[src/hw/rtl/tcsf_pkg.sv]
// Package for the three-channel spike filter: field widths, fixed limits,
// register indexes, reset values and status codes.
// No dependencies.
package tcsf_pkg;

    localparam int TEMP_W  = 15;
    localparam int HUM_W   = 14;
    localparam int PRESS_W = 17;
    localparam int CNT_W   = 16;

    // common width of the per-channel check datapath (signed)
    localparam int CHK_W   = 18;
    localparam int STEP_W  = CHK_W - 1;

    localparam int CFG_ADDR_W = 3;
    localparam int CFG_DATA_W = 17;

    localparam logic [HUM_W-1:0] HUM_MAX = 14'd10000;

    typedef enum logic [CFG_ADDR_W-1:0] {
        REG_TEMP_MIN   = 3'd0,
        REG_TEMP_MAX   = 3'd1,
        REG_PRESS_MIN  = 3'd2,
        REG_PRESS_MAX  = 3'd3,
        REG_TEMP_STEP  = 3'd4,
        REG_HUM_STEP   = 3'd5,
        REG_PRESS_STEP = 3'd6
    } cfg_reg_t;

    localparam logic signed [TEMP_W-1:0] TEMP_MIN_RST   = -15'sd2000;
    localparam logic signed [TEMP_W-1:0] TEMP_MAX_RST   = 15'sd6000;
    localparam logic [PRESS_W-1:0]       PRESS_MIN_RST  = 17'd85000;
    localparam logic [PRESS_W-1:0]       PRESS_MAX_RST  = 17'd110000;
    localparam logic [TEMP_W-1:0]        TEMP_STEP_RST  = 15'd300;
    localparam logic [HUM_W-1:0]         HUM_STEP_RST   = 14'd1500;
    localparam logic [PRESS_W-1:0]       PRESS_STEP_RST = 17'd200;

    typedef enum logic [1:0] {
        STATUS_OK     = 2'd0,
        STATUS_FAIL   = 2'd1,
        STATUS_REJECT = 2'd2
    } status_t;

endpackage

[src/hw/rtl/three_channel_spike_filter_core.sv]
// Top level of the three-channel spike filter: stream ports, configuration
// registers, history state and the result register. Uses tcsf_pkg and
// tcsf_chan_check.
//
// One sample set per transaction, one result per transaction. A set is
// captured in an input register, checked combinationally against the limits and
// the last good values, and written to the result register while the history
// updates for the next set, so a new set can be taken every cycle while the
// result stream is not stalled. Configuration writes take effect on the
// next cycle and should be made only while no set is in flight.
module three_channel_spike_filter_core (
    input  logic                                aclk,
    input  logic                                aresetn,
    // input stream
    input  logic                                s_tvalid,
    output logic                                s_tready,
    input  logic [47:0]                         s_tdata,  // temp_sample, hum_sample,
                                                          // press_sample, zero pad
    input  logic [3:0]                          s_tuser,  // temp_bad, hum_bad,
                                                          // press_bad, measure_ok
    // result stream
    output logic                                m_tvalid,
    input  logic                                m_tready,
    output logic [63:0]                         m_tdata,  // temp_out, hum_out,
                                                          // press_out, reject_total, pad
    output logic [4:0]                          m_tuser,  // status[1:0], temp_held,
                                                          // hum_held, press_held
    // configuration write port
    input  logic                                cfg_we,
    input  logic [tcsf_pkg::CFG_ADDR_W-1:0]     cfg_addr,
    input  logic [tcsf_pkg::CFG_DATA_W-1:0]     cfg_wdata
);
    import tcsf_pkg::*;

    // configuration
    logic signed [TEMP_W-1:0] temp_min_reg, temp_max_reg;
    logic [PRESS_W-1:0]       press_min_reg, press_max_reg;
    logic [TEMP_W-1:0]        temp_step_reg;
    logic [HUM_W-1:0]         hum_step_reg;
    logic [PRESS_W-1:0]       press_step_reg;

    // history
    logic signed [TEMP_W-1:0] last_temp_reg, last_temp_next;
    logic [HUM_W-1:0]         last_hum_reg, last_hum_next;
    logic [PRESS_W-1:0]       last_press_reg, last_press_next;
    logic                     hist_valid_reg, hist_valid_next;
    logic [CNT_W-1:0]         rej_cnt_reg, rej_cnt_next;

    // input register
    logic                     in_valid_reg;
    logic signed [TEMP_W-1:0] in_temp_reg;
    logic [HUM_W-1:0]         in_hum_reg;
    logic [PRESS_W-1:0]       in_press_reg;
    logic [3:0]               in_flags_reg;

    // result register
    logic                     out_valid_reg;
    logic [TEMP_W-1:0]        out_temp_reg, out_temp_next;
    logic [HUM_W-1:0]         out_hum_reg, out_hum_next;
    logic [PRESS_W-1:0]       out_press_reg, out_press_next;
    status_t                  out_status_reg, out_status_next;
    logic [2:0]               out_held_reg, out_held_next;
    logic [CNT_W-1:0]         out_rej_reg;

    logic advance;
    logic good_t, good_h, good_p;
    logic meas_ok;

    assign advance  = in_valid_reg && (!out_valid_reg || m_tready);
    assign s_tready = !in_valid_reg || !out_valid_reg || m_tready;
    assign meas_ok  = in_flags_reg[3];

    tcsf_chan_check u_chk_temp (
        .bad        (in_flags_reg[0]),
        .cur        ({{(CHK_W-TEMP_W){in_temp_reg[TEMP_W-1]}}, in_temp_reg}),
        .lo         ({{(CHK_W-TEMP_W){temp_min_reg[TEMP_W-1]}}, temp_min_reg}),
        .hi         ({{(CHK_W-TEMP_W){temp_max_reg[TEMP_W-1]}}, temp_max_reg}),
        .prev       ({{(CHK_W-TEMP_W){last_temp_reg[TEMP_W-1]}}, last_temp_reg}),
        .step       ({{(STEP_W-TEMP_W){1'b0}}, temp_step_reg}),
        .hist_valid (hist_valid_reg),
        .good       (good_t)
    );

    tcsf_chan_check u_chk_hum (
        .bad        (in_flags_reg[1]),
        .cur        ({{(CHK_W-HUM_W){1'b0}}, in_hum_reg}),
        .lo         ({CHK_W{1'b0}}),
        .hi         ({{(CHK_W-HUM_W){1'b0}}, HUM_MAX}),
        .prev       ({{(CHK_W-HUM_W){1'b0}}, last_hum_reg}),
        .step       ({{(STEP_W-HUM_W){1'b0}}, hum_step_reg}),
        .hist_valid (hist_valid_reg),
        .good       (good_h)
    );

    tcsf_chan_check u_chk_press (
        .bad        (in_flags_reg[2]),
        .cur        ({{(CHK_W-PRESS_W){1'b0}}, in_press_reg}),
        .lo         ({{(CHK_W-PRESS_W){1'b0}}, press_min_reg}),
        .hi         ({{(CHK_W-PRESS_W){1'b0}}, press_max_reg}),
        .prev       ({{(CHK_W-PRESS_W){1'b0}}, last_press_reg}),
        .step       (press_step_reg),
        .hist_valid (hist_valid_reg),
        .good       (good_p)
    );

    always_comb begin
        last_temp_next  = last_temp_reg;
        last_hum_next   = last_hum_reg;
        last_press_next = last_press_reg;
        hist_valid_next = hist_valid_reg;
        rej_cnt_next    = rej_cnt_reg;
        out_temp_next   = '0;
        out_hum_next    = '0;
        out_press_next  = '0;
        out_held_next   = '0;
        out_status_next = STATUS_OK;
        if (!meas_ok) begin
            out_status_next = STATUS_FAIL;
        end else if (!hist_valid_reg && !(good_t && good_h && good_p)) begin
            out_status_next = STATUS_REJECT;
            if (rej_cnt_reg != {CNT_W{1'b1}}) begin
                rej_cnt_next = rej_cnt_reg + 1'b1;
            end
        end else begin
            out_temp_next  = good_t ? in_temp_reg  : last_temp_reg;
            out_hum_next   = good_h ? in_hum_reg   : last_hum_reg;
            out_press_next = good_p ? in_press_reg : last_press_reg;
            out_held_next  = {!good_p, !good_h, !good_t};
            if (good_t) last_temp_next  = in_temp_reg;
            if (good_h) last_hum_next   = in_hum_reg;
            if (good_p) last_press_next = in_press_reg;
            hist_valid_next = 1'b1;
        end
    end

    // configuration registers
    always_ff @(posedge aclk) begin
        if (!aresetn) begin
            temp_min_reg   <= TEMP_MIN_RST;
            temp_max_reg   <= TEMP_MAX_RST;
            press_min_reg  <= PRESS_MIN_RST;
            press_max_reg  <= PRESS_MAX_RST;
            temp_step_reg  <= TEMP_STEP_RST;
            hum_step_reg   <= HUM_STEP_RST;
            press_step_reg <= PRESS_STEP_RST;
        end else if (cfg_we) begin
            case (cfg_addr)
                REG_TEMP_MIN:   temp_min_reg   <= cfg_wdata[TEMP_W-1:0];
                REG_TEMP_MAX:   temp_max_reg   <= cfg_wdata[TEMP_W-1:0];
                REG_PRESS_MIN:  press_min_reg  <= cfg_wdata[PRESS_W-1:0];
                REG_PRESS_MAX:  press_max_reg  <= cfg_wdata[PRESS_W-1:0];
                REG_TEMP_STEP:  temp_step_reg  <= cfg_wdata[TEMP_W-1:0];
                REG_HUM_STEP:   hum_step_reg   <= cfg_wdata[HUM_W-1:0];
                REG_PRESS_STEP: press_step_reg <= cfg_wdata[PRESS_W-1:0];
                default: ;
            endcase
        end
    end

    // control state and history
    always_ff @(posedge aclk) begin
        if (!aresetn) begin
            in_valid_reg   <= 1'b0;
            out_valid_reg  <= 1'b0;
            last_temp_reg  <= '0;
            last_hum_reg   <= '0;
            last_press_reg <= '0;
            hist_valid_reg <= 1'b0;
            rej_cnt_reg    <= '0;
        end else begin
            if (s_tvalid && s_tready) begin
                in_valid_reg <= 1'b1;
            end else if (advance) begin
                in_valid_reg <= 1'b0;
            end
            if (advance) begin
                out_valid_reg  <= 1'b1;
                last_temp_reg  <= last_temp_next;
                last_hum_reg   <= last_hum_next;
                last_press_reg <= last_press_next;
                hist_valid_reg <= hist_valid_next;
                rej_cnt_reg    <= rej_cnt_next;
            end else if (m_tready) begin
                out_valid_reg <= 1'b0;
            end
        end
    end

    // payload registers
    always_ff @(posedge aclk) begin
        if (s_tvalid && s_tready) begin
            in_temp_reg  <= s_tdata[TEMP_W-1:0];
            in_hum_reg   <= s_tdata[TEMP_W+HUM_W-1:TEMP_W];
            in_press_reg <= s_tdata[TEMP_W+HUM_W+PRESS_W-1:TEMP_W+HUM_W];
            in_flags_reg <= s_tuser;
        end
        if (advance) begin
            out_temp_reg   <= out_temp_next;
            out_hum_reg    <= out_hum_next;
            out_press_reg  <= out_press_next;
            out_status_reg <= out_status_next;
            out_held_reg   <= out_held_next;
            out_rej_reg    <= rej_cnt_next;
        end
    end

    assign m_tvalid = out_valid_reg;
    assign m_tdata  = {2'b00, out_rej_reg, out_press_reg, out_hum_reg, out_temp_reg};
    assign m_tuser  = {out_held_reg, out_status_reg};

endmodule

[src/hw/rtl/tcsf_chan_check.sv]
// Per-channel validity check: not-a-number flag, absolute range and
// step from the last good value. Uses tcsf_pkg.
module tcsf_chan_check (
    input  logic                               bad,
    input  logic signed [tcsf_pkg::CHK_W-1:0]  cur,
    input  logic signed [tcsf_pkg::CHK_W-1:0]  lo,
    input  logic signed [tcsf_pkg::CHK_W-1:0]  hi,
    input  logic signed [tcsf_pkg::CHK_W-1:0]  prev,
    input  logic        [tcsf_pkg::STEP_W-1:0] step,
    input  logic                               hist_valid,
    output logic                               good
);
    import tcsf_pkg::*;

    logic signed [CHK_W:0] diff;
    logic        [CHK_W:0] mag;
    logic                  in_range;
    logic                  step_ok;

    always_comb begin
        diff     = {cur[CHK_W-1], cur} - {prev[CHK_W-1], prev};
        mag      = diff[CHK_W] ? $unsigned(-diff) : $unsigned(diff);
        in_range = (cur >= lo) && (cur <= hi);
        step_ok  = !hist_valid || (mag <= {2'b00, step});
        good     = !bad && in_range && step_ok;
    end

endmodule

[config.mk]
export PLATFORM = sky130hd
export DESIGN_NAME = three_channel_spike_filter_core
export DESIGN_NICKNAME = d
export VERILOG_FILES = /design/src/hw/rtl/tcsf_pkg.sv /design/src/hw/rtl/three_channel_spike_filter_core.sv /design/src/hw/rtl/tcsf_chan_check.sv
export SDC_FILE = /design/constraint.sdc
export NUM_CORES = 1
export LEC_CHECK = 0
export BUFFER_PORTS_ARGS = -buffer_cell sky130_fd_sc_hd__buf_2
export CAP_MARGIN = 5
export CELL_PAD_IN_SITES_DETAIL_PLACEMENT = 1
export CELL_PAD_IN_SITES_GLOBAL_PLACEMENT = 1
export CORE_MARGIN = 5
export CORE_UTILIZATION = 43
export CTS_BUF_LIST = sky130_fd_sc_hd__clkbuf_4 sky130_fd_sc_hd__clkbuf_8
export DETAILED_ROUTE_END_ITERATION = 16
export PLACE_DENSITY_LB_ADDON = 0.1
export SYNTH_ARGS = -nofsm -noshare
export SYNTH_HDL_FRONTEND = slang
export SYNTH_SLANG_ARGS = --single-unit
[constraint.sdc]
create_clock -name aclk -period 5.35 [get_ports aclk]
set_input_delay 0.535 -clock aclk [delete_from_list [all_inputs] [get_ports aclk]]
set_output_delay 0.535 -clock aclk [all_outputs]
set_load 0.005 [all_outputs]
==> metrics.yaml, run 1 <==
place_congestion: 0.8531
antennaDiodeCount: 0
core_area_mm2: 0.04195
viasPerCell: 5.674
first_pass_iters: 5
status: "finished with violations"
drv_cap: 1
endpoint_kind: "flip-flop"
worstPathRequired_ns: 5.81
fin_crit_ns: 5.435
synth_cell_type_count: 93
fillers: 4853
avgSynthCellArea_um2: 8.667
grt_max_degree: 74
vdd_drop_max_mv: 0.1822
relSlewSlack: -0.004791
cts.sinks: 292
dieArea_mm2: 0.04665
antenna_found_initial: 0
power.leakage_nw: 9.124
grt_pass1_wl_um: 94360
finClkSkew_ns: 0.01906
yosysMostFrequentCell: "nand2_1"
postCtsHoldBufs: 0
synth_top_area_cell: "edfxtp_1"
setup_ws_ns: -0.08482
die-height_um: 216.0
violations: "max-capacitance violations, max-slew violations, negative setup slack"
grtUsageMet1: 0.3057
synth_ff_type: "dfxtp_1"
cp_slowest_stage_delay_ns: 0.45
wl_per_cell_um: 21.05
critical_path_class: "reg -> reg"
fmax_mhz: 184.0
post-dp-hpwl_um: 43540
async_flop_share: 0
cts.clk_slew.worst_paths_ns: 0.06
finalHoldViolCount: 0
start_kind: "flip-flop"
hp-class: "in -> reg"
crit_slowest_cell: "edfxtp_1"
cts-root-buf: "clkbuf_8"
met3_usage: 0.03405
clkLatencyLatePin_ns: 0.63
synthCells: 2105
whs_ns: 0.07515
start_util: 0.4349
synth_edf_count: 117
rows: 75
grt_use_total: 0.2495
io_pins: 148
powerDensity_mw_per_mm2: 252.6
nNetsFinal: 2631
min_period_over_period: 1.016
area_growth_pct: 26.74
tns_ns: -2.338
yosysTopAreaCellShare: 0.1926
grt.met2_usage: 0.4530
die_x_um: 216.0
rsz0062_at_grt: "yes"
cts_tree: "done"
setup_violations: 47
antenna_left: 0
synth-seq-area-share: 0.3846
cp_max_fo: 15
cts_made_buffers: 53
synth_area_leaders: "edfxtp_1 19%, dfxtp_1 19%, ha_1 11%, a21oi_1 7.1%, nand2_1 6.2%"
synth_area_mm2: 0.01824
tightest_slew_ns: 1.507
overflow: 0
critPathArrivalTime_ns: 5.90
dr.first_iter.drc_count: 970
h-tree-depth: 2
synth-seq-cells: 292
drt-total-wl_um: 62600
synthTopCellsByCount: "303 x nand2_1, 257 x a21oi_1, 176 x inv_1, 175 x dfxtp_1, 160 x ha_1"
drive_above_1_share: 0.2546
grt_pass1_vias: 17510
vias: 16870
numPortBuffers: 143
grt-busiest-layer: "met2"
maxSlewViolCount: 35
drc: 0
cts.path.max_buffers: 3
ys_warn_count: 0
cell type report:
type / count / area (um^2) / share of cell area
Clock buffer: 86 / 1052 / 0.04551
Clock inverter: 13 / 85.08 / 0.003680
Inverter: 178 / 670.6 / 0.02900
Multi-Input combinational cell: 1527 / 10970 / 0.4743
Sequential cell: 292 / 7017 / 0.3035
Tap cell: 539 / 674.4 / 0.02917
Timing Repair Buffer: 339 / 2656 / 0.1149
per-layer routing:
| layer | part of all wire | up-vias |
|---|---|---|
| met5 | 0 | - |
| li1 | - | 8108 |
| met2 | 0.51 | 328 |
| met4 | 0.032 | 0 |
| met3 | 0.035 | 104 |
| met1 | 0.43 | 8334 |
cell families after synthesis:
| logic type | Yosys count | share of synthesized area |
|---|---|---|
| other | 1 | 0.0002055 |
| AND/OR/NAND/NOR | 692 | 0.1802 |
| buffers and inverters | 288 | 0.06358 |
| multiplexers | 49 | 0.02716 |
| flip-flops | 292 | 0.3846 |
| adder cells (fa/ha/maj) | 163 | 0.1130 |
| XOR/XNOR | 76 | 0.03649 |
| AO/OA/AOI/OAI | 544 | 0.1947 |
repair_timing:
item | in CTS | in global routing
pin swaps | 18 | 85
resized for setup | 44 | 151
setup endpoints to repair | 127 | 127
cloned | 4 | 7
setup buffers | 15 | 23
per-stage QoR:
step / cells / total power, mW / cell area [um^2] / util / worst slack [ns]
after floorplan: 2106 / 3.092 / 18250 / - / -0.04687
after global placement: 2826 / 3.444 / 20440 / 0.4872 / -0.1305
after detailed placement: 2826 / 3.490 / 20440 / 0.4872 / -0.3227
after CTS: 2944 / 5.816 / 22010 / 0.5248 / 0.007285
after global routing: 2974 / 6.120 / 23120 / 0.5512 / -0.3073
final: 2974 / 5.841 / 23120 / 0.5512 / -0.08482
cells in the final DEF, fill, tap and decap left out, types with 39 or more instances in the layout:
| master | synthesis | final |
|---|---|---|
| nand2_1 | 303 | 302 |
| a21oi_1 | 257 | 231 |
| dfxtp_1 | 175 | 175 |
| inv_1 | 176 | 173 |
| buf_4 | 7 | 154 |
| ha_1 | 160 | 151 |
| buf_2 | 12 | 142 |
| edfxtp_1 | 117 | 117 |
| nor2_1 | 91 | 85 |
| clkbuf_8 | 0 | 65 |
| nand3_1 | 63 | 62 |
| o211ai_1 | 53 | 53 |
| mux2i_1 | 45 | 43 |
| nand4_1 | 40 | 40 |
| nor3_2 | 2 | 39 |
final timing paths:
path / start / endpoint / slack [ns] / cells past startpoint
worst max register to register: in_temp_reg[1] / out_hum_reg[12] / -0.08 / 25
worst min-delay path: s_tdata[2] / in_temp_reg[2] / 0.08 / 1
worst max-delay path: in_temp_reg[1] / out_hum_reg[12] / -0.08 / 25
worst min register to register: press_step_reg[11] / press_step_reg[11] / 0.45 / 2
critical path, delay by kind of cell, from the launching register on:
family	cells	cell delay, ns
AO/OA/AOI/OAI	10	2.28
AND/OR/NAND/NOR	7	1.04
flip-flops	1	0.45
buffers and inverters	5	0.75
XOR/XNOR	1	0.15
adder cells (fa/ha/maj)	2	0.54
power by group:
group	switching (mW)	total [mW]	internal [mW]
logic	0.661	1.14	0.479
registers	0.0416	2.43	2.39
clock network	0.986	2.27	1.29
total	1.69	5.84	4.15
Power figures use the tool's default switching activity.
==> inputs of run 2 (changes only) <==
--- a/config.mk
+++ b/config.mk
@@ -7,13 +7,11 @@
 export LEC_CHECK = 0
 export BUFFER_PORTS_ARGS = -buffer_cell sky130_fd_sc_hd__buf_2
 export CAP_MARGIN = 5
-export CELL_PAD_IN_SITES_DETAIL_PLACEMENT = 1
-export CELL_PAD_IN_SITES_GLOBAL_PLACEMENT = 1
 export CORE_MARGIN = 5
-export CORE_UTILIZATION = 43
+export CORE_UTILIZATION = 57
 export CTS_BUF_LIST = sky130_fd_sc_hd__clkbuf_4 sky130_fd_sc_hd__clkbuf_8
 export DETAILED_ROUTE_END_ITERATION = 16
-export PLACE_DENSITY_LB_ADDON = 0.1
+export PLACE_DENSITY = 0.79
 export SYNTH_ARGS = -nofsm -noshare
 export SYNTH_HDL_FRONTEND = slang
 export SYNTH_SLANG_ARGS = --single-unit
==> run 2 against run 1 <==
Against the previous run:
- the flow now finishes without violations
- cell count down 6.1%
- worst setup slack gained 0.096 ns
- flip-flop and latch count stayed put
- hold slack improved by 0.016 ns
- clock skew rose by 0.011 ns
==> metrics.yaml, run 2 (synthesis results as in run 1) <==
vias: 16880
drv_cap: 0
reg2reg_depth: 26
r2r_start: "in_temp_reg[1]"
vdd_drop_max_mv: 0.2027
hp-start: "s_tdata[1]"
start_util: 0.5782
post-dp-hpwl_um: 36800
grt.met2_usage: 0.4770
met3_usage: 0.05162
dieArea_mm2: 0.03569
dp.cells: 2656
hold_depth: 1
layout_common_cells: "302 x nand2_1, 237 x a21oi_1, 175 x dfxtp_1"
tightest_slew_ns: 1.381
core_area_mm2: 0.03156
combPwrFrac: 0.187
critical_path_class: "reg -> reg"
cts_made_buffers: 50
fin_crit_ns: 5.338
endpoint_kind: "flip-flop"
die-height_um: 188.9
wl_per_cell_um: 19.40
powerDensity_mw_per_mm2: 257.7
worstPathRequired_ns: 5.79
stdcell_count: 2792
place_congestion: 0.9474
fillers: 2382
setup_violations: 0
p_switching_mw: 1.624
total_power_mw: 5.727
grt-busiest-layer: "met2"
power.leakage_nw: 8.806
rsz0062_at_grt: "yes"
antenna_found_initial: 0
p_int_mw: 4.103
drt-total-wl_um: 54150
grt_max_degree: 93
die_x_um: 188.9
finalHoldViolCount: 0
seq_power_share: 0.423
grtUsageMet1: 0.3477
hp-class: "in -> reg"
cts.clk_slew.worst_paths_ns: 0.06
maxSlewViolCount: 0
status: "complete, no violations"
cts.sinks: 292
viasPerCell: 6.044
h-tree-depth: 2
r2r_slack_ns: 0.01
antennaDiodeCount: 0
fmax_mhz: 187.3
clock_power_share: 0.390
grt_pass1_vias: 16180
first_pass_iters: 6
cts.path.max_buffers: 3
cts_tree: "done"
p_sw_frac: 0.2836
dr.first_iter.drc_count: 1556
worstReg2RegEnd: "out_hum_reg[3]"
relSlewSlack: 0.07920
ff_latch_area_mm2: 0.007017
drc: 0
multi_input_area_mm2: 0.01072
grt_pass1_wl_um: 82040
min_period_over_period: 0.9978
holdPathEnd: "in_temp_reg[1]"
area_growth_pct: 21.82
grt_use_total: 0.2798
nNetsFinal: 2589
clkLatencyLatePin_ns: 0.62
start_kind: "flip-flop"
critPathArrivalTime_ns: 5.77
overflow: 0
numPortBuffers: 143
cp_max_fo: 7
cts-root-buf: "clkbuf_8"
antenna_left: 0
drive_above_1_share: 0.2251
io_pins: 148
rows: 65
layout_commonest_cell: "nand2_1"
finClkSkew_ns: 0.02991
-- run 2: through the flow --
step | setup WS [ns] | instance area [um^2] | util | TNS, ns | hold slack, ns
finish | 0.01159 | 22220 | 0.7043 | 0 | 0.09089
global route | -0.1827 | 22220 | 0.7043 | -9.949 | 0.06857
CTS | -0.01284 | 21270 | 0.6740 | -0.02647 | 0.05872
detailed placement | -0.1797 | 20010 | 0.6341 | -11.22 | 0.4472
global placement | -0.01560 | 20010 | 0.6341 | -0.02623 | 0.4425
floorplan | -0.04687 | 18250 | - | -0.04687 | 0.4347
-- run 2: what timing repair did --
| action | CTS | global route |
|---|---|---|
| gates resized for setup | 16 | 115 |
| pin swaps | 3 | 68 |
| buffers inserted | 4 | 32 |
| cloned | 1 | 9 |
| hold buffers | 0 | 0 |
| setup endpoints to repair | 119 | 127 |
-- run 2: how the worst max path moves through the flow --
stage / end / startpoint
finish: out_hum_reg[3] / in_temp_reg[1]
detailed placement: last_hum_reg[4] / in_press_reg[0]
global placement: out_rej_reg[11] / in_press_reg[0]
CTS: last_hum_reg[4] / in_press_reg[0]
global route: out_temp_reg[1] / in_temp_reg[1]
floorplan: out_rej_reg[12] / in_press_reg[0]
-- run 2: cell type report --
type                       count  share of cell area
clock buffer                  77             0.04234
clock inverter                16            0.007432
inverter                     178             0.03018
multi-input combinational   1527              0.4822
sequential                   292              0.3157
tap                          402             0.02263
timing repair buffer         300             0.09954
-- run 2: power groups by stage --
stage          clock, mW  sequential, mW  combinational (mW)
5_1_grt             2.38            2.43                1.17
6_report            2.23            2.43                1.07
2_1_floorplan          0            2.47               0.622
3_3_place_gp           0            2.47               0.920
3_5_place_dp           0            2.47               0.957
4_1_cts             2.27            2.42               0.981
-- run 2: critical path, cell delays in order, from the launching register on --
cell       delay (ns)
edfxtp_1         0.45
buf_6            0.16
inv_4            0.06
fa_2             0.24
nor2b_4          0.06
nor2_2           0.12
nand2_1          0.07
a211o_1          0.32
or2_4            0.24
a21bo_4          0.22
a211oi_2         0.22
nor2_1           0.08
xor2_1           0.15
ha_1             0.32
and3_4           0.16
a221o_1          0.32
a221oi_2         0.29
a211o_1          0.17
nand4_1          0.12
buf_6            0.17
a31o_4           0.23
nor3_4           0.23
buf_12           0.17
a21oi_4          0.07
buf_12           0.16
clkbuf_16        0.17
nor3_1           0.17
-- run 2: layer usage --
metal  part of all wire  vias up  wire, um
li1                   -     8031         -
met2               0.48      723     26080
met1               0.40     7960     21600
met4              0.044        0      2357
met5                  0        -         0
met3              0.076      161      4116
